<file path="src/design/tsqm_pkg.sv">
`timescale 1ns / 1ps
`default_nettype none
// ----------------------------------------------------------------------------
// tsqm_pkg
// Shared types and constants of the touch sample qualifier and mapper.
// ----------------------------------------------------------------------------
package tsqm_pkg;

    // configuration port
    localparam int CFG_IDX_W = 3;

    localparam logic [CFG_IDX_W-1:0] REG_CAL_MIN_X    = 3'd0;
    localparam logic [CFG_IDX_W-1:0] REG_CAL_MAX_X    = 3'd1;
    localparam logic [CFG_IDX_W-1:0] REG_CAL_MIN_Y    = 3'd2;
    localparam logic [CFG_IDX_W-1:0] REG_CAL_MAX_Y    = 3'd3;
    localparam logic [CFG_IDX_W-1:0] REG_PRESSURE_MIN = 3'd4;
    localparam logic [CFG_IDX_W-1:0] REG_ORIENTATION  = 3'd5;
    localparam logic [CFG_IDX_W-1:0] REG_PANEL_WIDTH  = 3'd6;
    localparam logic [CFG_IDX_W-1:0] REG_PANEL_HEIGHT = 3'd7;

    // fixed field widths
    localparam int PANEL_W   = 11;
    localparam int ORIENT_W  = 2;
    localparam int TIME_W    = 32;
    localparam int DIM_EXT_W = 17;

    // register reset values
    localparam int CAL_MAX_RESET  = 4095;
    localparam int PRESS_RESET    = 400;
    localparam logic [ORIENT_W-1:0] ORIENT_RESET  = 2'd1;
    localparam logic [PANEL_W-1:0]  PANEL_W_RESET = 11'd320;
    localparam logic [PANEL_W-1:0]  PANEL_H_RESET = 11'd240;

    // per-axis multiply/divide lane
    typedef enum logic [1:0] {
        LN_IDLE,
        LN_PREP,
        LN_MUL,
        LN_DIV
    } lane_state_t;

    // top-level sequencer
    typedef enum logic {
        TS_IDLE,
        TS_CALC
    } top_state_t;

endpackage : tsqm_pkg
`default_nettype wire

</file>
<file path="src/design/touch_sample_qualifier_mapper_unit.sv">
`timescale 1ns / 1ps
`default_nettype none
// ----------------------------------------------------------------------------
// touch_sample_qualifier_mapper_unit
// Touch sample qualification, edge and hold tracking, calibrated screen map.
// ----------------------------------------------------------------------------
// One sample is handled at a time. A sample that needs the full map goes through
// these steps from one accepted input beat to the next. The beat is taken, and the
// two axis lanes, which run side by side, do a setup step. Then come a shift-add
// multiply by the last screen index and a restoring divide by the calibration
// window, one bit a cycle. A last step moves the result into the output register.
// When both lanes settle in setup, the beat skips the multiply and the divide.
// A lane settles in setup for an empty window, a sample at the window start, an
// offset on the other side of the window start, or an offset at or past the window
// end. The result sits in an output register, so the next sample is taken while a
// finished result still waits for the sink. That next result is not handed over
// until the sink takes the waiting one. Configuration writes take effect at once
// and are meant to happen between samples.
// ----------------------------------------------------------------------------
module touch_sample_qualifier_mapper_unit #(
    parameter int ADC_BITS    = 12,
    parameter int SCREEN_BITS = 10
) (
    input  wire logic                           clk,
    input  wire logic                           rst_n,
    // configuration write port
    input  wire logic                           cfg_we,
    input  wire logic [tsqm_pkg::CFG_IDX_W-1:0] cfg_addr,
    input  wire logic [((ADC_BITS > tsqm_pkg::PANEL_W) ? ADC_BITS : tsqm_pkg::PANEL_W)-1:0]
                                                cfg_wdata,
    // sample stream
    input  wire logic                           s_tvalid,
    output logic                                s_tready,
    // irq_low, pen_down, sample_x, sample_y, sample_z, now_ms, zero pad
    input  wire logic [((2 + 3*ADC_BITS + tsqm_pkg::TIME_W + 7) / 8) * 8 - 1:0]
                                                s_tdata,
    // result stream
    output logic                                m_tvalid,
    input  wire logic                           m_tready,
    // point_valid, touch_active, press_edge, release_edge, screen_x, screen_y,
    // hold_ms, zero pad
    output logic      [((4 + 2*SCREEN_BITS + tsqm_pkg::TIME_W + 7) / 8) * 8 - 1:0]
                                                m_tdata
);

    localparam int CFG_W  = (ADC_BITS > tsqm_pkg::PANEL_W) ? ADC_BITS : tsqm_pkg::PANEL_W;
    localparam int OUT_W  = 4 + 2*SCREEN_BITS + tsqm_pkg::TIME_W;
    localparam int OUT_TW = ((OUT_W + 7) / 8) * 8;
    localparam int X_LSB  = 2;
    localparam int Y_LSB  = X_LSB + ADC_BITS;
    localparam int Z_LSB  = Y_LSB + ADC_BITS;
    localparam int T_LSB  = Z_LSB + ADC_BITS;

    tsqm_pkg::top_state_t state_reg, state_next;

    logic [ADC_BITS-1:0]        cal_min_x, cal_max_x, cal_min_y, cal_max_y;
    logic [ADC_BITS-1:0]        pressure_min;
    logic [SCREEN_BITS-1:0]     top_x, top_y;

    logic                       irq_low, pen_down;
    logic [ADC_BITS-1:0]        sample_x, sample_y, sample_z;
    logic [tsqm_pkg::TIME_W-1:0] now_ms;

    logic                       accept;
    logic                       cur;
    logic                       busy_x, busy_y;
    logic [SCREEN_BITS-1:0]     res_x, res_y;
    logic                       load_out;

    logic                       was_touching_reg, was_touching_next;
    logic [tsqm_pkg::TIME_W-1:0] press_start_reg, press_start_next;
    logic                       cur_reg, cur_next;
    logic                       press_reg, press_next;
    logic                       release_reg, release_next;
    logic [tsqm_pkg::TIME_W-1:0] hold_reg, hold_next;
    logic                       m_tvalid_reg, m_tvalid_next;
    logic [OUT_W-1:0]           m_data_reg, m_data_next;

    // input beat fields
    assign irq_low  = s_tdata[0];
    assign pen_down = s_tdata[1];
    assign sample_x = s_tdata[X_LSB +: ADC_BITS];
    assign sample_y = s_tdata[Y_LSB +: ADC_BITS];
    assign sample_z = s_tdata[Z_LSB +: ADC_BITS];
    assign now_ms   = s_tdata[T_LSB +: tsqm_pkg::TIME_W];

    tsqm_cfg_regs #(
        .ADC_BITS    (ADC_BITS),
        .SCREEN_BITS (SCREEN_BITS),
        .CFG_W       (CFG_W)
    ) u_cfg (
        .clk          (clk),
        .rst_n        (rst_n),
        .cfg_we       (cfg_we),
        .cfg_addr     (cfg_addr),
        .cfg_wdata    (cfg_wdata),
        .cal_min_x    (cal_min_x),
        .cal_max_x    (cal_max_x),
        .cal_min_y    (cal_min_y),
        .cal_max_y    (cal_max_y),
        .pressure_min (pressure_min),
        .top_x        (top_x),
        .top_y        (top_y)
    );

    tsqm_axis_lane #(
        .ADC_BITS    (ADC_BITS),
        .SCREEN_BITS (SCREEN_BITS)
    ) u_lane_x (
        .clk    (clk),
        .rst_n  (rst_n),
        .start  (accept),
        .raw    (sample_x),
        .lo     (cal_min_x),
        .hi     (cal_max_x),
        .top    (top_x),
        .busy   (busy_x),
        .result (res_x)
    );

    tsqm_axis_lane #(
        .ADC_BITS    (ADC_BITS),
        .SCREEN_BITS (SCREEN_BITS)
    ) u_lane_y (
        .clk    (clk),
        .rst_n  (rst_n),
        .start  (accept),
        .raw    (sample_y),
        .lo     (cal_min_y),
        .hi     (cal_max_y),
        .top    (top_y),
        .busy   (busy_y),
        .result (res_y)
    );

    // qualification of the incoming beat
    assign s_tready = (state_reg == tsqm_pkg::TS_IDLE);
    assign accept   = s_tvalid && s_tready;
    assign cur      = irq_low && pen_down && (sample_z >= pressure_min);

    // control and touch state registers
    always_ff @(posedge clk or negedge rst_n)
    begin
        if (!rst_n)
        begin
            state_reg        <= tsqm_pkg::TS_IDLE;
            was_touching_reg <= 1'b0;
            press_start_reg  <= '0;
            m_tvalid_reg     <= 1'b0;
        end
        else
        begin
            state_reg        <= state_next;
            was_touching_reg <= was_touching_next;
            press_start_reg  <= press_start_next;
            m_tvalid_reg     <= m_tvalid_next;
        end
    end

    // pending result and output payload
    always_ff @(posedge clk)
    begin
        cur_reg     <= cur_next;
        press_reg   <= press_next;
        release_reg <= release_next;
        hold_reg    <= hold_next;
        m_data_reg  <= m_data_next;
    end

    // sequencer: take a beat, wait for both lanes, hand over to the output register
    always_comb
    begin
        state_next        = state_reg;
        was_touching_next = was_touching_reg;
        press_start_next  = press_start_reg;
        cur_next          = cur_reg;
        press_next        = press_reg;
        release_next      = release_reg;
        hold_next         = hold_reg;
        load_out          = 1'b0;

        unique case (state_reg)
            tsqm_pkg::TS_IDLE:
            begin
                if (accept)
                begin
                    cur_next          = cur;
                    press_next        = cur && !was_touching_reg;
                    release_next      = !cur && was_touching_reg;
                    was_touching_next = cur;
                    hold_next         = '0;
                    if (cur && !was_touching_reg)
                        press_start_next = now_ms;
                    if (cur && was_touching_reg)
                        hold_next = now_ms - press_start_reg;
                    state_next = tsqm_pkg::TS_CALC;
                end
            end

            tsqm_pkg::TS_CALC:
            begin
                if (!busy_x && !busy_y && (!m_tvalid_reg || m_tready))
                begin
                    load_out   = 1'b1;
                    state_next = tsqm_pkg::TS_IDLE;
                end
            end

            default:
            begin
                state_next = tsqm_pkg::TS_IDLE;
            end
        endcase
    end

    // output register
    always_comb
    begin
        m_data_next   = m_data_reg;
        m_tvalid_next = m_tvalid_reg;
        if (load_out)
        begin
            m_tvalid_next = 1'b1;
            m_data_next   = {hold_reg,
                             cur_reg ? res_y : {SCREEN_BITS{1'b0}},
                             cur_reg ? res_x : {SCREEN_BITS{1'b0}},
                             release_reg, press_reg, cur_reg, cur_reg};
        end
        else if (m_tready)
        begin
            m_tvalid_next = 1'b0;
        end
    end

    assign m_tvalid = m_tvalid_reg;
    assign m_tdata  = OUT_TW'(m_data_reg);

endmodule : touch_sample_qualifier_mapper_unit
`default_nettype wire

</file>
<file path="src/design/tsqm_cfg_regs.sv">
`timescale 1ns / 1ps
`default_nettype none
// ----------------------------------------------------------------------------
// tsqm_cfg_regs
// Configuration register file plus screen extent derivation per rotation.
// ----------------------------------------------------------------------------
module tsqm_cfg_regs #(
    parameter int ADC_BITS    = 12,
    parameter int SCREEN_BITS = 10,
    parameter int CFG_W       = 12
) (
    input  wire logic                           clk,
    input  wire logic                           rst_n,
    input  wire logic                           cfg_we,
    input  wire logic [tsqm_pkg::CFG_IDX_W-1:0] cfg_addr,
    input  wire logic [CFG_W-1:0]               cfg_wdata,
    output logic      [ADC_BITS-1:0]            cal_min_x,
    output logic      [ADC_BITS-1:0]            cal_max_x,
    output logic      [ADC_BITS-1:0]            cal_min_y,
    output logic      [ADC_BITS-1:0]            cal_max_y,
    output logic      [ADC_BITS-1:0]            pressure_min,
    output logic      [SCREEN_BITS-1:0]         top_x,
    output logic      [SCREEN_BITS-1:0]         top_y
);

    localparam logic [tsqm_pkg::DIM_EXT_W-1:0] DIM_MAX =
        tsqm_pkg::DIM_EXT_W'(1) << SCREEN_BITS;

    logic [ADC_BITS-1:0]              cal_min_x_reg;
    logic [ADC_BITS-1:0]              cal_max_x_reg;
    logic [ADC_BITS-1:0]              cal_min_y_reg;
    logic [ADC_BITS-1:0]              cal_max_y_reg;
    logic [ADC_BITS-1:0]              pressure_min_reg;
    logic [tsqm_pkg::ORIENT_W-1:0]    orientation_reg;
    logic [tsqm_pkg::PANEL_W-1:0]     panel_width_reg;
    logic [tsqm_pkg::PANEL_W-1:0]     panel_height_reg;
    logic                             even_rot;

    // largest index on an axis: dimension forced into 1 .. 2^SCREEN_BITS, minus one
    function automatic logic [SCREEN_BITS-1:0] fit_top(input logic [tsqm_pkg::PANEL_W-1:0] d);
        logic [tsqm_pkg::DIM_EXT_W-1:0] dw;
        logic [tsqm_pkg::DIM_EXT_W-1:0] dm1;
        dw  = tsqm_pkg::DIM_EXT_W'(d);
        dm1 = dw - tsqm_pkg::DIM_EXT_W'(1);
        if (dw == '0)
            fit_top = '0;
        else if (dw > DIM_MAX)
            fit_top = '1;
        else
            fit_top = dm1[SCREEN_BITS-1:0];
    endfunction

    // register writes
    always_ff @(posedge clk or negedge rst_n)
    begin
        if (!rst_n)
        begin
            cal_min_x_reg    <= '0;
            cal_max_x_reg    <= ADC_BITS'(tsqm_pkg::CAL_MAX_RESET);
            cal_min_y_reg    <= '0;
            cal_max_y_reg    <= ADC_BITS'(tsqm_pkg::CAL_MAX_RESET);
            pressure_min_reg <= ADC_BITS'(tsqm_pkg::PRESS_RESET);
            orientation_reg  <= tsqm_pkg::ORIENT_RESET;
            panel_width_reg  <= tsqm_pkg::PANEL_W_RESET;
            panel_height_reg <= tsqm_pkg::PANEL_H_RESET;
        end
        else if (cfg_we)
        begin
            unique case (cfg_addr)
                tsqm_pkg::REG_CAL_MIN_X:    cal_min_x_reg    <= cfg_wdata[ADC_BITS-1:0];
                tsqm_pkg::REG_CAL_MAX_X:    cal_max_x_reg    <= cfg_wdata[ADC_BITS-1:0];
                tsqm_pkg::REG_CAL_MIN_Y:    cal_min_y_reg    <= cfg_wdata[ADC_BITS-1:0];
                tsqm_pkg::REG_CAL_MAX_Y:    cal_max_y_reg    <= cfg_wdata[ADC_BITS-1:0];
                tsqm_pkg::REG_PRESSURE_MIN: pressure_min_reg <= cfg_wdata[ADC_BITS-1:0];
                tsqm_pkg::REG_ORIENTATION:
                    orientation_reg  <= cfg_wdata[tsqm_pkg::ORIENT_W-1:0];
                tsqm_pkg::REG_PANEL_WIDTH:
                    panel_width_reg  <= cfg_wdata[tsqm_pkg::PANEL_W-1:0];
                tsqm_pkg::REG_PANEL_HEIGHT:
                    panel_height_reg <= cfg_wdata[tsqm_pkg::PANEL_W-1:0];
                default: ;
            endcase
        end
    end

    // even rotations swap the panel extents
    assign even_rot = ~orientation_reg[0];
    assign top_x    = fit_top(even_rot ? panel_height_reg : panel_width_reg);
    assign top_y    = fit_top(even_rot ? panel_width_reg : panel_height_reg);

    assign cal_min_x    = cal_min_x_reg;
    assign cal_max_x    = cal_max_x_reg;
    assign cal_min_y    = cal_min_y_reg;
    assign cal_max_y    = cal_max_y_reg;
    assign pressure_min = pressure_min_reg;

endmodule : tsqm_cfg_regs
`default_nettype wire

</file>
<file path="src/design/tsqm_axis_lane.sv">
`timescale 1ns / 1ps
`default_nettype none
// ----------------------------------------------------------------------------
// tsqm_axis_lane
// Bit-serial linear map of one axis: (raw - lo) * top / (hi - lo), clamped.
// ----------------------------------------------------------------------------
module tsqm_axis_lane #(
    parameter int ADC_BITS    = 12,
    parameter int SCREEN_BITS = 10
) (
    input  wire logic                   clk,
    input  wire logic                   rst_n,
    input  wire logic                   start,
    input  wire logic [ADC_BITS-1:0]    raw,
    input  wire logic [ADC_BITS-1:0]    lo,
    input  wire logic [ADC_BITS-1:0]    hi,
    input  wire logic [SCREEN_BITS-1:0] top,
    output logic                        busy,
    output logic      [SCREEN_BITS-1:0] result
);

    localparam int ACC_W = ADC_BITS + SCREEN_BITS;
    localparam int CNT_W = $clog2(SCREEN_BITS);
    localparam logic [CNT_W-1:0] CNT_LAST = CNT_W'(SCREEN_BITS - 1);

    tsqm_pkg::lane_state_t state_reg, state_next;

    logic [CNT_W-1:0]       cnt_reg, cnt_next;
    logic [ADC_BITS-1:0]    mag_r_reg, mag_r_next;
    logic [ADC_BITS-1:0]    mag_d_reg, mag_d_next;
    logic                   neg_r_reg, neg_r_next;
    logic                   neg_d_reg, neg_d_next;
    logic                   zero_r_reg, zero_r_next;
    logic                   zero_d_reg, zero_d_next;
    logic [SCREEN_BITS-1:0] top_reg, top_next;
    logic [ACC_W-1:0]       acc_reg, acc_next;

    logic [ADC_BITS:0]      diff_r;
    logic [ADC_BITS:0]      diff_d;
    logic [ADC_BITS:0]      abs_r;
    logic [ADC_BITS:0]      abs_d;
    logic [ADC_BITS:0]      trial;
    logic [ADC_BITS+1:0]    sub;

    // signed offsets of the sample and the window
    assign diff_r = {1'b0, raw} - {1'b0, lo};
    assign diff_d = {1'b0, hi} - {1'b0, lo};
    assign abs_r  = diff_r[ADC_BITS] ? (~diff_r + 1'b1) : diff_r;
    assign abs_d  = diff_d[ADC_BITS] ? (~diff_d + 1'b1) : diff_d;

    // restoring divide step: remainder in the high bits, quotient shifts in below
    assign trial = {acc_reg[ACC_W-1:SCREEN_BITS], acc_reg[SCREEN_BITS-1]};
    assign sub   = {1'b0, trial} - {2'b00, mag_d_reg};

    always_ff @(posedge clk or negedge rst_n)
    begin
        if (!rst_n)
            state_reg <= tsqm_pkg::LN_IDLE;
        else
            state_reg <= state_next;
    end

    always_ff @(posedge clk)
    begin
        cnt_reg    <= cnt_next;
        mag_r_reg  <= mag_r_next;
        mag_d_reg  <= mag_d_next;
        neg_r_reg  <= neg_r_next;
        neg_d_reg  <= neg_d_next;
        zero_r_reg <= zero_r_next;
        zero_d_reg <= zero_d_next;
        top_reg    <= top_next;
        acc_reg    <= acc_next;
    end

    // sequencer: setup, special cases, shift-add multiply, restoring divide
    always_comb
    begin
        state_next  = state_reg;
        cnt_next    = cnt_reg;
        mag_r_next  = mag_r_reg;
        mag_d_next  = mag_d_reg;
        neg_r_next  = neg_r_reg;
        neg_d_next  = neg_d_reg;
        zero_r_next = zero_r_reg;
        zero_d_next = zero_d_reg;
        top_next    = top_reg;
        acc_next    = acc_reg;

        unique case (state_reg)
            tsqm_pkg::LN_IDLE:
            begin
                if (start)
                begin
                    mag_r_next  = abs_r[ADC_BITS-1:0];
                    mag_d_next  = abs_d[ADC_BITS-1:0];
                    neg_r_next  = diff_r[ADC_BITS];
                    neg_d_next  = diff_d[ADC_BITS];
                    zero_r_next = (diff_r == '0);
                    zero_d_next = (diff_d == '0);
                    top_next    = top;
                    state_next  = tsqm_pkg::LN_PREP;
                end
            end

            tsqm_pkg::LN_PREP:
            begin
                cnt_next = '0;
                if (zero_d_reg || zero_r_reg || (neg_r_reg != neg_d_reg))
                begin
                    // empty window, or quotient at or below zero
                    acc_next   = '0;
                    state_next = tsqm_pkg::LN_IDLE;
                end
                else if (mag_r_reg >= mag_d_reg)
                begin
                    // quotient at or beyond the last index
                    acc_next   = ACC_W'(top_reg);
                    state_next = tsqm_pkg::LN_IDLE;
                end
                else
                begin
                    acc_next   = '0;
                    state_next = tsqm_pkg::LN_MUL;
                end
            end

            tsqm_pkg::LN_MUL:
            begin
                acc_next = {acc_reg[ACC_W-2:0], 1'b0}
                         + (top_reg[SCREEN_BITS-1] ? ACC_W'(mag_r_reg) : '0);
                top_next = {top_reg[SCREEN_BITS-2:0], 1'b0};
                cnt_next = cnt_reg + 1'b1;
                if (cnt_reg == CNT_LAST)
                begin
                    cnt_next   = '0;
                    state_next = tsqm_pkg::LN_DIV;
                end
            end

            tsqm_pkg::LN_DIV:
            begin
                if (!sub[ADC_BITS+1])
                    acc_next = {sub[ADC_BITS-1:0], acc_reg[SCREEN_BITS-2:0], 1'b1};
                else
                    acc_next = {trial[ADC_BITS-1:0], acc_reg[SCREEN_BITS-2:0], 1'b0};
                cnt_next = cnt_reg + 1'b1;
                if (cnt_reg == CNT_LAST)
                begin
                    cnt_next   = '0;
                    state_next = tsqm_pkg::LN_IDLE;
                end
            end

            default:
            begin
                state_next = tsqm_pkg::LN_IDLE;
            end
        endcase
    end

    assign busy   = (state_reg != tsqm_pkg::LN_IDLE);
    assign result = acc_reg[SCREEN_BITS-1:0];

endmodule : tsqm_axis_lane
`default_nettype wire

</file>
<file path="config.mk">
export PLATFORM = sky130hd
export DESIGN_NAME = touch_sample_qualifier_mapper_unit
export DESIGN_NICKNAME = d
export VERILOG_FILES = /design/src/design/tsqm_pkg.sv /design/src/design/touch_sample_qualifier_mapper_unit.sv /design/src/design/tsqm_cfg_regs.sv /design/src/design/tsqm_axis_lane.sv
export SDC_FILE = /design/constraint.sdc
export NUM_CORES = 1
export LEC_CHECK = 0
export BUFFER_PORTS_ARGS = -buffer_cell sky130_fd_sc_hd__buf_2
export CAP_MARGIN = 10
export CORE_MARGIN = 2
export CORE_UTILIZATION = 50
export DETAILED_ROUTE_END_ITERATION = 8
export GPL_TIMING_DRIVEN = 1
export PLACE_DENSITY_LB_ADDON = 0.2
export SYNTH_ARGS = -nofsm -noshare
export SYNTH_HDL_FRONTEND = slang
export SYNTH_SLANG_ARGS = --single-unit
</file>
<file path="constraint.sdc">
create_clock -name clk -period 6.51 [get_ports clk]
set_clock_uncertainty 0.1 [all_clocks]
set_input_delay 1.302 -clock clk [delete_from_list [all_inputs] [get_ports clk]]
set_output_delay 1.302 -clock clk [all_outputs]
set_load 0.005 [all_outputs]
</file>
## After elaboration in Yosys (flattened, before gate mapping)

Index checks and enable logic that the tools add are counted.

| word-level totals | value |
|---|---|
| output and inout bits | 58 |
| logic and storage cells | 188 |
| register bits | 341 |
| bits of input ports | 92 |

| cells by class | value |
|---|---|
| magnitude comparators | 5 |
| reductions and logical operators | 54 |
| add/sub/neg operators | 17 |
| muxes and demuxes | 46 |
| eq/ne operators | 23 |
| bitwise gates (word level) | 5 |

Operators with widths:

| kind | number |
|---|---|
| one-hot mux 22 bit (3 select lines) | 2 |
| 2-to-1 mux 22 bit | 4 |
| 2-to-1 mux 10 bit | 8 |
| 2-to-1 mux 12 bit | 6 |
| zero test 13 bit | 4 |
| subtractor 12 x 12 -> 13 bit | 4 |
| adder 12 x 1 -> 12 bit, second input constant | 4 |
| NOT 12 bit | 4 |
| adder 22 bit | 2 |
| one-hot mux 10 bit (2 select lines) | 2 |
| >= comparator 12 bit | 3 |
| subtractor 32 bit | 1 |
| subtractor 13 x 12 -> 14 bit | 2 |
| AND reduction 2 bit | 13 |
| greater-than comparator 11 bit, second input constant | 2 |
| zero test 11 bit | 2 |
| 2-to-1 mux 11 bit | 2 |
| subtractor 10 x 1 -> 10 bit, second input constant | 2 |
| 2-to-1 mux 2 bit | 9 |
| one-hot mux 2 bit (4 select lines) | 2 |
| one-hot mux 4 bit (2 select lines) | 2 |
| nonzero test 2 bit | 7 |
| == test 3 bit, second input constant | 4 |
| AND reduction 3 bit | 3 |
| other kinds (20) | 56 |

## Longest topological paths before layout

Gate-level depths: netlist of run 1.

| depth | value |
|---|---|
| depth in word-level cells | 7 |
| gate-level depth with buffers | 13 |
| mapped depth without buffers | 12 |

## Cells and area by module

Synthesis of run 1 repeated with hierarchy kept, for this count alone.

| second synthesis, totals | value |
|---|---|
| cells, all modules | 2,220 |
| area, all modules | 23,032.1 um^2 |

By module, submodules not included:

| module | area an instance (um^2) | seq. area each (um^2) | cells each | times used |
|---|---|---|---|---|
| tsqm_axis_lane | 6,108.4 | 1,971.9 | 671 | 2 |
| touch_sample_qualifier_mapper_unit | 6,588.8 | 3,578.4 | 553 | 1 |
| tsqm_cfg_regs | 4,226.6 | 2,119.5 | 325 | 1 |

## Worst setup path before layout of run 1

Ideal clock, no wire load.

| timing | value |
|---|---|
| path type | input-to-reg |
| start | input port s_tdata[2] (netlist name) |
| end | register u_lane_x.mag_r_reg[11], data pin |
| setup time | 0.261 ns |
| arrival | 3.443 ns |
| buffers on the path | 0 |
| stages | 11 |
| path slack | 2.706 ns |
| data required time | 6.149 ns |
| cell sequence | inv_1 -> ha_1 -> fa_1 -> nor2b_1 -> o211ai_1 -> and4b_1 -> a2111oi_2 -> nand2_1 -> nor3_1 -> a31oi_1 -> xnor2_1 |

| between the ends | value |
|---|---|
| cells in the longest elaborated chain, start to end | 4 |

RTL lines:

| item | RTL line | text |
|---|---|---|
| start, declared | touch_sample_qualifier_mapper_unit.sv:36 | `s_tdata,` |
| subtractor 12 x 12 -> 13 bit * | tsqm_axis_lane.sv:46 | `assign diff_r = {1'b0, raw} - {1'b0, lo};` |
| NOT 12 bit | tsqm_axis_lane.sv:48 | `assign abs_r = diff_r[ADC_BITS] ? (~diff_r + 1'b1) : diff_r;` |
| adder 12 x 1 -> 12 bit | tsqm_axis_lane.sv:48 |  |
| 2-to-1 mux 12 bit * | tsqm_axis_lane.sv:48 |  |
| via u_lane_x.abs_r[11] | tsqm_axis_lane.sv:40 | `logic [ADC_BITS:0] abs_r;` |
| end signal, assigned | tsqm_axis_lane.sv:66 | `mag_r_reg <= mag_r_next;` |
| end, declared | tsqm_axis_lane.sv:29 | `logic [ADC_BITS-1:0] mag_r_reg, mag_r_next;` |

Mark *: on every way through the listed nets, which the timed path passes. The rest lies on a longest branch.
A chain may end at the register's enable or synchronous reset.

## Worst setup path after layout of run 1

| timing | value |
|---|---|
| start | input port s_tdata[26] (netlist name) |
| end | register press_start_reg[2] (netlist name) |

| between the ends | value |
|---|---|
| cells in the longest elaborated chain, start to end | 4 |

RTL lines:

| item | RTL line | text |
|---|---|---|
| >= comparator 12 bit | touch_sample_qualifier_mapper_unit.sv:139 | `assign cur = irq_low && pen_down && (sample_z >= pressure_min);` |
| logical AND 1 bit | touch_sample_qualifier_mapper_unit.sv:139 |  |
| logical AND 1 bit | touch_sample_qualifier_mapper_unit.sv:192 | `if (cur && !was_touching_reg)` |
| AND reduction 3 bit (no source line) | n/a |  |
| end signal, assigned | touch_sample_qualifier_mapper_unit.sv:155 | `press_start_reg <= press_start_next;` |
| end, declared | touch_sample_qualifier_mapper_unit.sv:71 | `logic [tsqm_pkg::TIME_W-1:0] press_start_reg, press_start_next;` |

Every way passes these cells.

==> metrics.md, run 1 <==
| Metric | Value |
|---|---|
| Post-CTS sizing | `0` |
| Total of max-cap violations | `0` |
| NetSw | `approximately 4.6 mW` |
| Mapped Nets | `approximately 2400` |
| Largest net degree at the start of global routing | `54` |
| Row Count | `76` |
| Setup violators final | `0` |
| CP bufs+invs | `3` |
| Clock share of power | `19.5%` |
| DRC | `0` |
| Number of global-route vias before repair | `between 15000 and 20000` |
| Overflow after GRT | `0` |
| Max VDD drop | `around 0.26 mV` |
| Post-DP HPWL | `a little under 40000 µm` |
| Pint | `6.911 mW` |
| Worst Path Max Fanout | `23` |
| Max reg flops | `55` |
| Cts bufs inserted | `40` |
| Slowest-stage cell, CP | `a221oi_2` |
| Avg Vias per Cell | `5.670` |
| CP arrival | `~4.4 ns` |
| Final Critical Period | `between 4 and 5 ns` |
| Post-DRT Antenna Nets | `0` |
| Post-synthesis sequential area ratio | `44.17%` |
| PwrDens | `468.2 nW/µm²` |
| Router iterations before antenna repair | `5` |
| Routed len/inst | `17.95 µm` |
| Leading cell type by number of instances after synthesis | `edfxtp_1` |
| Yosys cell types | `87` |
| Reg clk slew, reported paths | `0.06 ns` |
| RSZ-0062 raised after global routing | `no` |
| Via count | `about 16000` |
| Worst-Skew Late Latency | `0.57 ns` |
| CTS root buffer | `clkbuf_16` |
| Sequential share of power | `between 30% and 40%` |
| Setup TNS | `0 ns` |
| Asr flop ratio synth | `a little over a third` |
| Met3 Track Usage GR | `3.956%` |
| Switch share | `between 30% and 40%` |
| Clock tree buffer depth | `3` |
| Top post-synthesis cells by count | `edfxtp_1 (218), ha_1 (171), nor2_1 (165), nand2_1 (157), inv_1 (143)` |
| GR Util met2 | `37.61%` |
| Kind of critical path | `primary input to flip-flop` |
| Synth area leaders | `edfxtp_1 (30%), dfrtp_1 (10%), ha_1 (9.8%)` |
| Worst slew margin relative to its limit | `26.53%` |
| Top Ports | `150` |
| Max incr delay on CP | `0.50 ns` |
| Share of layout cells above drive strength 1 | `16.94%` |
| GRT busiest layer | `met2` |
| Post-synth top area share | `between 20% and 30%` |
| Status | `complete, no violations` |
| WP data required | `between 6 and 7 ns` |
| Syn Area/Cell | `approximately 10 µm²` |
| Final Hold Fails | `0` |
| Starting Density | `between 50% and 60%` |
| PortBufs | `roughly 150` |
| Die Wd | `around 210 µm` |
| WHS | `around 0.31 ns` |
| Slew @ Worst Pin | `1.088 ns` |
| Worst path depth | `12` |
| DRT Wirelength | `51800 µm` |
| Crit-path cells | `buf_2, inv_1, ha_1, nand2b_1, a21o_1, a211oi_1, o31ai_1, a221oi_2, nand3b_4, or3_1, buf_4, mux2_2` |
| Most common flop cell mapped by yosys | `edfxtp_1` |
| Layout area overhead | `12.21%` |
| Post-synth top area cell | `edfxtp_1` |
| CTS tree | `yes` |
| Initial antenna violation count | `7` |
| Logic pwr share | `46.8%` |
| Crit share post-route | `62.59%` |
| # nets final | `~2500` |
| First-pass GRT wire length | `82900 µm` |
| Filler instances | `about 3700` |
| Cell count after synthesis | `around 2100` |
| GP Congestion | `roughly 0.90` |
| Setup Buffers After CTS | `0` |
| Overall Global Routing Usage | `between 20% and 30%` |
| Startpoint Class | `primary input` |
| Leak | `roughly 10 nW` |
| Max-slew violation count | `0` |
| Die Height | `~210 µm` |
| Worst Hold Depth | `0` |
| Post-CTS Hold Buffers | `0` |
| Mapped Area | `21830 µm²` |
| DIE AREA | `about 45000 µm²` |
| Htree depth | `2` |
| Reg2reg path depth | `9` |
| Core area | `between 40000 and 50000 µm²` |
| CP endpoint kind | `flip-flop` |
| Initial drt markers | `905` |
| Grt met1 use | `31.55%` |
| Max Fclk | `~250 MHz` |
| TritonCTS Sinks | `340` |
| Worst path top cell family by delay | `compound AO/OA/AOI/OAI gates` |
| Hold crit path type | `flip-flop to flip-flop` |
| Number of flops mapped to enable cells by yosys | `218` |
| Post-synthesis sequential element count | `340` |
| Number of synthesis warnings | `0` |
-- layout by cell type (no fill, tap or decap), types with 10 or more instances in the layout --
cell type | Yosys | layout
edfxtp_1 | 218 | 218
ha_1 | 171 | 171
nor2_1 | 165 | 164
nand2_1 | 157 | 157
buf_2 | 10 | 146
inv_1 | 143 | 141
o21ai_0 | 125 | 125
a21oi_1 | 113 | 113
dfrtp_1 | 88 | 88
xnor2_1 | 87 | 87
mux2_2 | 83 | 83
xor2_1 | 54 | 54
nor3_1 | 56 | 54
a21o_1 | 51 | 51
and2_1 | 47 | 47
nand3_1 | 40 | 40
clkbuf_16 | 0 | 40
dfstp_2 | 34 | 34
o21a_1 | 31 | 31
nand2b_1 | 28 | 28
mux2i_1 | 28 | 28
nor2b_1 | 28 | 28
o211ai_1 | 27 | 27
or3_1 | 21 | 21
a211oi_1 | 19 | 19
and3_1 | 15 | 15
a22o_1 | 15 | 15
buf_4 | 2 | 15
or2_2 | 14 | 14
a31oi_1 | 13 | 13
nor4_1 | 10 | 10
o31ai_1 | 10 | 10
-- stage by stage --
stage / setup WS [ns] / instance area [µm²] / power, mW / cells / utilization (%)
floorplan: 2.706 / 21830 / 7.845 / 2118 / -
global placement: 1.885 / 23170 / 9.024 / 2808 / 53.80
detailed placement: 1.817 / 23170 / 9.210 / 2808 / 53.80
CTS: 2.426 / 24490 / 11.49 / 2882 / 56.84
global route: 2.267 / 24490 / 12.31 / 2883 / 56.85
finish: 2.435 / 24500 / 11.47 / 2886 / 56.87
-- worst paths after layout --
check                                                      from                                 to  slack (ns)
max in group asynchronous                                 rst_n     u_cfg.cal_max_y[8]$_DFFE_PN1P_        4.58
max reg2reg                u_cfg.orientation_reg[0]$_DFFE_PN1P_      u_lane_x.top_reg[3]$_DFFE_PP_        2.72
min in group asynchronous                                 rst_n  u_cfg.pressure_min[5]$_DFFE_PN0P_        0.69
min                                  hold_reg[12]$_SDFFCE_PN0P_              m_tdata[36]$_DFFE_PP_        0.31
min reg2reg                          hold_reg[12]$_SDFFCE_PN0P_              m_tdata[36]$_DFFE_PP_        0.31
max                                                 s_tdata[26]     press_start_reg[2]$_DFFE_PN0P_        2.44
-- routing by layer --
metal | wire [µm] | share of wire, %
met5 | 40 | 0.077
met3 | 2759 | 5.3
met1 | 24000 | 46
met4 | 1309 | 2.5
met2 | 23690 | 46
-- cells by family (layout without fill, tap and decap cells) --
logic type	count (synthesis)	after routing	share of synthesized area [%]
other cells	0	4	0
mux	115	115	5.875
xor+xnor	141	141	5.657
flops	340	340	44.17
compound gates	514	514	15.76
buf+inv	201	380	3.651
simple gates	626	626	14.21
fa+ha+maj	181	181	10.67
-- power by group through the flow --
stage / clock network, mW / logic (mW) / registers [mW]
2_1_floorplan: 0 / 4.16 / 3.68
3_3_place_gp: 0 / 5.16 / 3.87
3_5_place_dp: 0 / 5.32 / 3.89
4_1_cts: 2.28 / 5.35 / 3.86
5_1_grt: 2.36 / 6.01 / 3.95
6_report: 2.23 / 5.37 / 3.87
-- final cells by class --
class	instances	area [µm²]	area share (%)
Tap cell	585	732.0	2.988
Multi-Input combinational cell	1577	11410	46.59
Inverter	145	544.3	2.222
Clock buffer	52	1076	4.393
Sequential cell	340	9642	39.36
Antenna cell	4	10.01	0.04086
Clock inverter	22	235.2	0.9603
Timing Repair Buffer	161	843.3	3.443
Power figures use the tool's default switching activity.
==> run 2: changes to the inputs <==
==> constraint.sdc (replaced) <==
create_clock -name clk -period 4.3 [get_ports clk]
set_clock_uncertainty 0.1 [all_clocks]
set_input_delay 0.86 -clock clk [delete_from_list [all_inputs] [get_ports clk]]
set_output_delay 0.86 -clock clk [all_outputs]
set_load 0.005 [all_outputs]
==> run 2 against run 1 <==
- wire length increased by 0.12%
- cell area increased by 0.50%
- clock-buffer cell count is 1 lower
- critical path depth fell by 3
- clock power increased by 56%
==> metrics.md, run 2 (synthesized netlist as in run 1, its figures left out) <==
| Metric | Value |
|---|---|
| Htree depth | `2 (unchanged)` |
| Status | `complete, no violations` |
| Top Ports | `150 (unchanged)` |
| Most frequent cells in the layout | `edfxtp_1 (218), ha_1 (171), nor2_1 (164)` |
| Avg Vias per Cell | `5.685 (+0.28%)` |
| Hold crit path type | `flip-flop to flip-flop` |
| Initial antenna violation count | `5 (-2)` |
| PwrDens | `710.4 nW/µm² (+52%)` |
| Leak | `10.34 nW (+0.60%)` |
| Total Power | `17.49 mW (+52%)` |
| Max incr delay on CP | `0.80 ns (+0.30 ns)` |
| GR Util met2 | `38.82% (+1.2 points)` |
| Router iterations before antenna repair | `5 (unchanged)` |
| Row Count | `76 (unchanged)` |
| Crit-path cells | `mux2i_1, ha_1, o21ai_0, or2_2, nor2_1, o21ai_0, a21o_1, o21ai_0, a21oi_1` |
| CP dominant cell by count | `o21ai_0` |
| Cts bufs inserted | `39 (-2.5%)` |
| GRT busiest layer | `met2` |
| Clock tree buffer depth | `3 (unchanged)` |
| Post-DRT Antenna Nets | `0 (unchanged)` |
| Post-CTS sizing | `0 (unchanged)` |
| RSZ-0062 raised after global routing | `no` |
| Max-slew violation count | `0 (unchanged)` |
| DIE AREA | `45350 µm² (unchanged)` |
| Met3 Track Usage GR | `4.133% (+0.18 points)` |
| Via count | `16430 (+0.42%)` |
| Kind of critical path | `flip-flop to flip-flop` |
| Setup violators final | `0 (unchanged)` |
| Worst Path Max Fanout | `19 (-17%)` |
| Slew @ Worst Pin | `1.030 ns (-0.05812 ns)` |
| Core area | `43080 µm² (unchanged)` |
| Routed len/inst | `17.94 µm (about the same)` |
| WP data required | `4.48 ns (-2.38 ns)` |
| Layout Utilization | `57.15% (+0.28 points)` |
| Setup Buffers After CTS | `0 (unchanged)` |
| Post-CTS Hold Buffers | `0 (unchanged)` |
| DP Area | `23260 µm² (+0.37%)` |
| Final Hold Fails | `0 (unchanged)` |
| Grt met1 use | `31.03% (-0.53 points)` |
| Filler instances | `3706 (+0.54%)` |
| Multi-input gate area | `11410 µm² (unchanged)` |
| Startpoint Class | `flip-flop` |
| Max Fclk | `293.8 MHz` |
| DRC | `0 (unchanged)` |
| Share of layout cells above drive strength 1 | `17.16% (+0.22 points)` |
| GP Congestion | `0.8833 (-2.2%)` |
| First-pass GRT wire length | `83080 µm (+0.21%)` |
| Slowest-stage cell, CP | `dfstp_2` |
| Max VDD drop | `0.4458 mV (+70%)` |
| CTS root buffer | `clkbuf_16` |
| Reg clk slew, reported paths | `0.06 ns (about the same)` |
| CP arrival | `3.58 ns (-0.85 ns)` |
| Die Height | `213.0 µm (unchanged)` |
| Crit share post-route | `about four fifths` |
| Register area | `9642 µm² (unchanged)` |
| CTS tree | `yes` |
| Commonest non-fill, non-tap cell in the layout | `edfxtp_1` |
| TritonCTS Sinks | `340 (unchanged)` |
| Setup TNS | `0 ns (unchanged)` |
| Overflow after GRT | `0 (unchanged)` |
| Overall Global Routing Usage | `23.15% (+0.023 points)` |
| Total of max-cap violations | `0 (unchanged)` |
| WHS | `0.3194 ns (+0.006210 ns)` |
| Worst slew margin relative to its limit | `31.07% (+4.5 points)` |
| Post-DP HPWL | `39110 µm (+0.48%)` |
| Finished Cell Area | `24620 µm² (+0.50%)` |
| PortBufs | `147 (unchanged)` |
| CP endpoint kind | `flip-flop` |
| Final Critical Period | `3.403 ns` |
| Max reg flops | `55 (unchanged)` |
| Worst-Skew Late Latency | `0.58 ns (about the same)` |
| Number of global-route vias before repair | `15960 (+1.1%)` |
| Die Wd | `213.0 µm (unchanged)` |
| DRT Wirelength | `51860 µm (+0.12%)` |
| Initial drt markers | `1077 (+19%)` |
| Starting Density | `50.68% (unchanged)` |
| Largest net degree at the start of global routing | `65 (+20%)` |
| # nets final | `2544 (+0.28%)` |
| Layout area overhead | `12.78%` |
run 2: cell count changes in the layout (fill, tap and decap cells not counted), sizes merged:
| cell | previous run | this run |
|---|---|---|
| buf | 161 | 169 |
| clkbuf | 52 | 51 |
| diode | 4 | 3 |
| clkinv | 15 | 12 |
| bufinv | 3 | 4 |
run 2: worst max-delay path: cells and delay by family (launching register included):
kind / cells / cell delay, ns
AO/OA/AOI/OAI: 5 / 0.99
adder cells (fa/ha/maj): 1 / 0.27
flip-flops: 1 / 0.80
multiplexers: 1 / 0.36
AND/OR/NAND/NOR: 2 / 0.60
run 2: stage by stage:
stage / setup WS (ns) / instances
floorplan: 0.9381 / 2118
global placement: 0.5274 / 2816
detailed placement: 0.4493 / 2816
CTS: 0.9221 / 2887
global route: 0.6767 / 2888
finish: 0.8966 / 2890
run 2: final timing paths:
| kind | start | slack [ns] | cells past startpoint | endpoint |
|---|---|---|---|---|
| max reg2reg | u_cfg.orientation_reg[0]$_DFFE_PN1P_ | 0.90 | 9 | u_lane_x.top_reg[4]$_DFFE_PP_ |
| min in group asynchronous | rst_n | 0.35 | 1 | u_cfg.pressure_min[5]$_DFFE_PN0P_ |
| min reg2reg | hold_reg[12]$_SDFFCE_PN0P_ | 0.32 | 0 | m_tdata[36]$_DFFE_PP_ |
| max in group asynchronous | rst_n | 2.84 | 2 | u_cfg.cal_max_x[0]$_DFFE_PN1P_ |
| max | u_cfg.orientation_reg[0]$_DFFE_PN1P_ | 0.90 | 9 | u_lane_x.top_reg[4]$_DFFE_PP_ |
| min | hold_reg[12]$_SDFFCE_PN0P_ | 0.32 | 0 | m_tdata[36]$_DFFE_PP_ |
run 2: cell type report:
cell class | count | area share [%]
clock buffers | 51 | 4.442
repair buffers | 169 | 3.771
inverters | 145 | 2.211
clock inverters | 20 | 1.047
well taps | 585 | 2.973
multi-input cells | 1577 | 46.36
diodes | 3 | 0.03049
flip-flops and latches | 340 | 39.16
run 2: where the power goes:
group          internal (mW)  switching (mW)  leakage [nW]  total (mW)
clock                   2.06            1.41         0.647        3.47
combinational           3.47            4.71          6.17        8.18
sequential              5.06           0.780          3.52        5.84
run 2: layer usage:
metal	wire [µm]	part of all wire (%)
met2	24350	47
met1	23800	46
met5	35	0.067
met4	1112	2.1
met3	2570	5.0
==> run 3: changes to the inputs <==
==> constraint.sdc (replaced) <==
create_clock -name clk -period 3.2 [get_ports clk]
set_clock_uncertainty 0.1 [all_clocks]
set_input_delay 0.64 -clock clk [delete_from_list [all_inputs] [get_ports clk]]
set_output_delay 0.64 -clock clk [all_outputs]
set_load 0.005 [all_outputs]
==> run 3 against run 2 <==
- sequential share of layout area fell by 0.95 points
- die area unchanged
- sequential power grew 33%
- sequential cell count stayed put
- power up 37%
- combinational power up 44%
- critical path depth increased by 2
- cell area is 2.5% higher
- non-clock buffer count is 85 higher
- worst hold slack worse by 0.089 ns
- largest cell class unchanged
==> metrics.md, run 3 (synthesized netlist as in run 1, its figures left out) <==
| Metric | Value |
|---|---|
| Max reg flops | `55 (unchanged)` |
| Worst-Skew Late Latency | `0.55 ns (-0.03 ns)` |
| Die Height | `213.0 µm (unchanged)` |
| Starting Density | `50.68% (unchanged)` |
| PortBufs | `147 (unchanged)` |
| PwrDens | `950.3 nW/µm² (+34%)` |
| Filler instances | `3661 (-1.2%)` |
| Multi-input gate area | `11460 µm² (+0.45%)` |
| Hold crit path type | `primary input to flip-flop` |
| Worst flop-to-flop path endpoint | `u_lane_x.mag_d_reg[10]$_DFFE_PP_` |
| Initial drt markers | `879 (-18%)` |
| Crit share post-route | `96.88% (+18 points)` |
| DIE AREA | `45350 µm² (unchanged)` |
| DRC | `0 (unchanged)` |
| Final Critical Period | `3.100 ns (-0.3034 ns)` |
| Final Hold Fails | `0 (unchanged)` |
| Hold_sp | `s_tdata[62]` |
| Worst Hold Depth | `2 (+2)` |
| Avg Vias per Cell | `5.599 (-1.5%)` |
| Setup violators final | `0 (unchanged)` |
| Reg2reg path depth | `11 (+2)` |
| Cts bufs inserted | `38 (-2.6%)` |
| First-pass GRT wire length | `84860 µm (+2.1%)` |
| Commonest non-fill, non-tap cell in the layout | `edfxtp_1` |
| Kind of critical path | `flip-flop to flip-flop` |
| Slew @ Worst Pin | `0.9970 ns (-0.03305 ns)` |
| Max-slew violation count | `0 (unchanged)` |
| WP data required | `3.40 ns (-1.08 ns)` |
| Total of max-cap violations | `0 (unchanged)` |
| Reg clk slew, reported paths | `0.06 ns (about the same)` |
| DRT Wirelength | `52820 µm (+1.9%)` |
| Post-DP HPWL | `40170 µm (+2.7%)` |
| GP Congestion | `0.8786 (-0.53%)` |
| Clock tree buffer depth | `3 (unchanged)` |
| Max Fclk | `322.6 MHz (+9.8%)` |
| Routed len/inst | `17.78 µm (-0.92%)` |
| Router iterations before antenna repair | `5 (unchanged)` |
| Top Ports | `150 (unchanged)` |
| Layout Utilization | `58.57% (+1.4 points)` |
| Overflow after GRT | `0 (unchanged)` |
| Share of layout cells above drive strength 1 | `20.17% (+3.0 points)` |
| Startpoint Class | `flip-flop` |
| Setup TNS | `0 ns (unchanged)` |
| Worst Path Max Fanout | `3 (-16)` |
| Max VDD drop | `0.4766 mV (+6.9%)` |
| Die Wd | `213.0 µm (unchanged)` |
| CTS tree | `yes` |
| Worst slew margin relative to its limit | `33.46% (+2.4 points)` |
| Setup crit start | `u_cfg.cal_max_x[0]$_DFFE_PN1P_` |
| Register area | `9642 µm² (unchanged)` |
| Largest net degree at the start of global routing | `57 (-12%)` |
| CP endpoint kind | `flip-flop` |
| R2r startpoint | `u_cfg.cal_max_x[0]$_DFFE_PN1P_` |
| Post-DRT Antenna Nets | `0 (unchanged)` |
| Via count | `16630 (+1.2%)` |
| CTS root buffer | `clkbuf_16` |
| Htree depth | `2 (unchanged)` |
| Hold Path End | `press_start_reg[24]$_DFFE_PN0P_` |
| Most frequent cells in the layout | `edfxtp_1 (218), ha_1 (171), nor2_1 (164)` |
| TritonCTS Sinks | `340 (unchanged)` |
| Initial antenna violation count | `4 (-1)` |
| Row Count | `76 (unchanged)` |
| R2R setup slack | `0.1 ns (-0.80 ns)` |
| Layout area overhead | `15.58%` |
| Number of global-route vias before repair | `16430 (+3.0%)` |
| Overall Global Routing Usage | `23.68% (+0.53 points)` |
| Status | `complete, no violations` |
| CP arrival | `3.30 ns (-0.28 ns)` |
| # nets final | `2628 (+3.3%)` |
| Leak | `10.73 nW (+3.8%)` |
| Core area | `43080 µm² (unchanged)` |
[run 3: how the worst max path moves through the flow]
stage | end | slack (ns) | depth (start not counted)
2_1_floorplan | m_tdata[10]$_SDFFCE_PN0P_ | 0.002 | 5
3_3_place_gp | u_lane_x.mag_r_reg[11]$_DFFE_PP_ | -0.15 | 12
3_5_place_dp | u_lane_x.mag_r_reg[11]$_DFFE_PP_ | -0.20 | 12
4_1_cts | u_lane_y.mag_d_reg[10]$_DFFE_PP_ | 0.02 | 11
5_1_grt | u_lane_y.acc_reg[12]$_DFFE_PP_ | -0.04 | 12
6_report | u_lane_x.mag_d_reg[10]$_DFFE_PP_ | 0.1 | 11
[run 3: metrics by stage]
stage / cells / total power [mW] / setup slack (ns) / instance area [µm²] / hold WS (ns)
global route: 2970 / 25.78 / -0.03982 / 25230 / 0.2271
finish: 2971 / 23.98 / 0.09993 / 25230 / 0.2309
floorplan: 2118 / 15.96 / 0.002365 / 21830 / 0.2444
global placement: 2897 / 19.03 / -0.1454 / 23910 / 0.3009
CTS: 2967 / 23.91 / 0.02200 / 25150 / 0.2063
detailed placement: 2897 / 19.41 / -0.1990 / 23910 / 0.3045
[run 3: power by group]
| group | leakage, nW | internal (mW) | switching (mW) |
|---|---|---|---|
| Clock | 0.603 | 2.61 | 1.77 |
| Combinational | 6.60 | 5.21 | 6.61 |
| Sequential | 3.52 | 6.80 | 0.974 |
| Total | 10.7 | 14.6 | 9.36 |
[run 3: layout make-up]
class | count | share of cell area (%)
Multi-Input combinational cell | 1577 | 45.44
Sequential cell | 340 | 38.21
Timing Repair Buffer | 254 | 6.382
Clock buffer | 52 | 4.141
Tap cell | 585 | 2.901
Inverter | 145 | 2.157
Clock inverter | 17 | 0.7538
Antenna cell | 1 | 0.009918
[run 3: worst max-delay path, stage by stage, from the launching register on]
cell	delay, ns
dfstp_2	0.51
inv_1	0.05
ha_1	0.24
fa_1	0.43
nor2b_2	0.16
o211ai_1	0.12
a21boi_1	0.17
o21ai_0	0.13
a221o_1	0.42
nor4_4	0.23
a21oi_1	0.13
xor2_1	0.16
[run 3: per-layer routing]
metal / part of all wire, % / GRT usage [%]
met5: 0.072 / 0
met1: 46 / 32.23
met3: 5.0 / 3.589
met4: 2.5 / 7.451
met2: 46 / 38.99
[run 3: repair_timing]
action / 4_1_cts / 5_1_grt
resized for setup: 0 / 11
endpoints found under the setup margin: 0 / 22
buffers inserted: 0 / 3
hold buffers: 1 / 0
endpoints found under the hold margin: 36 / 0
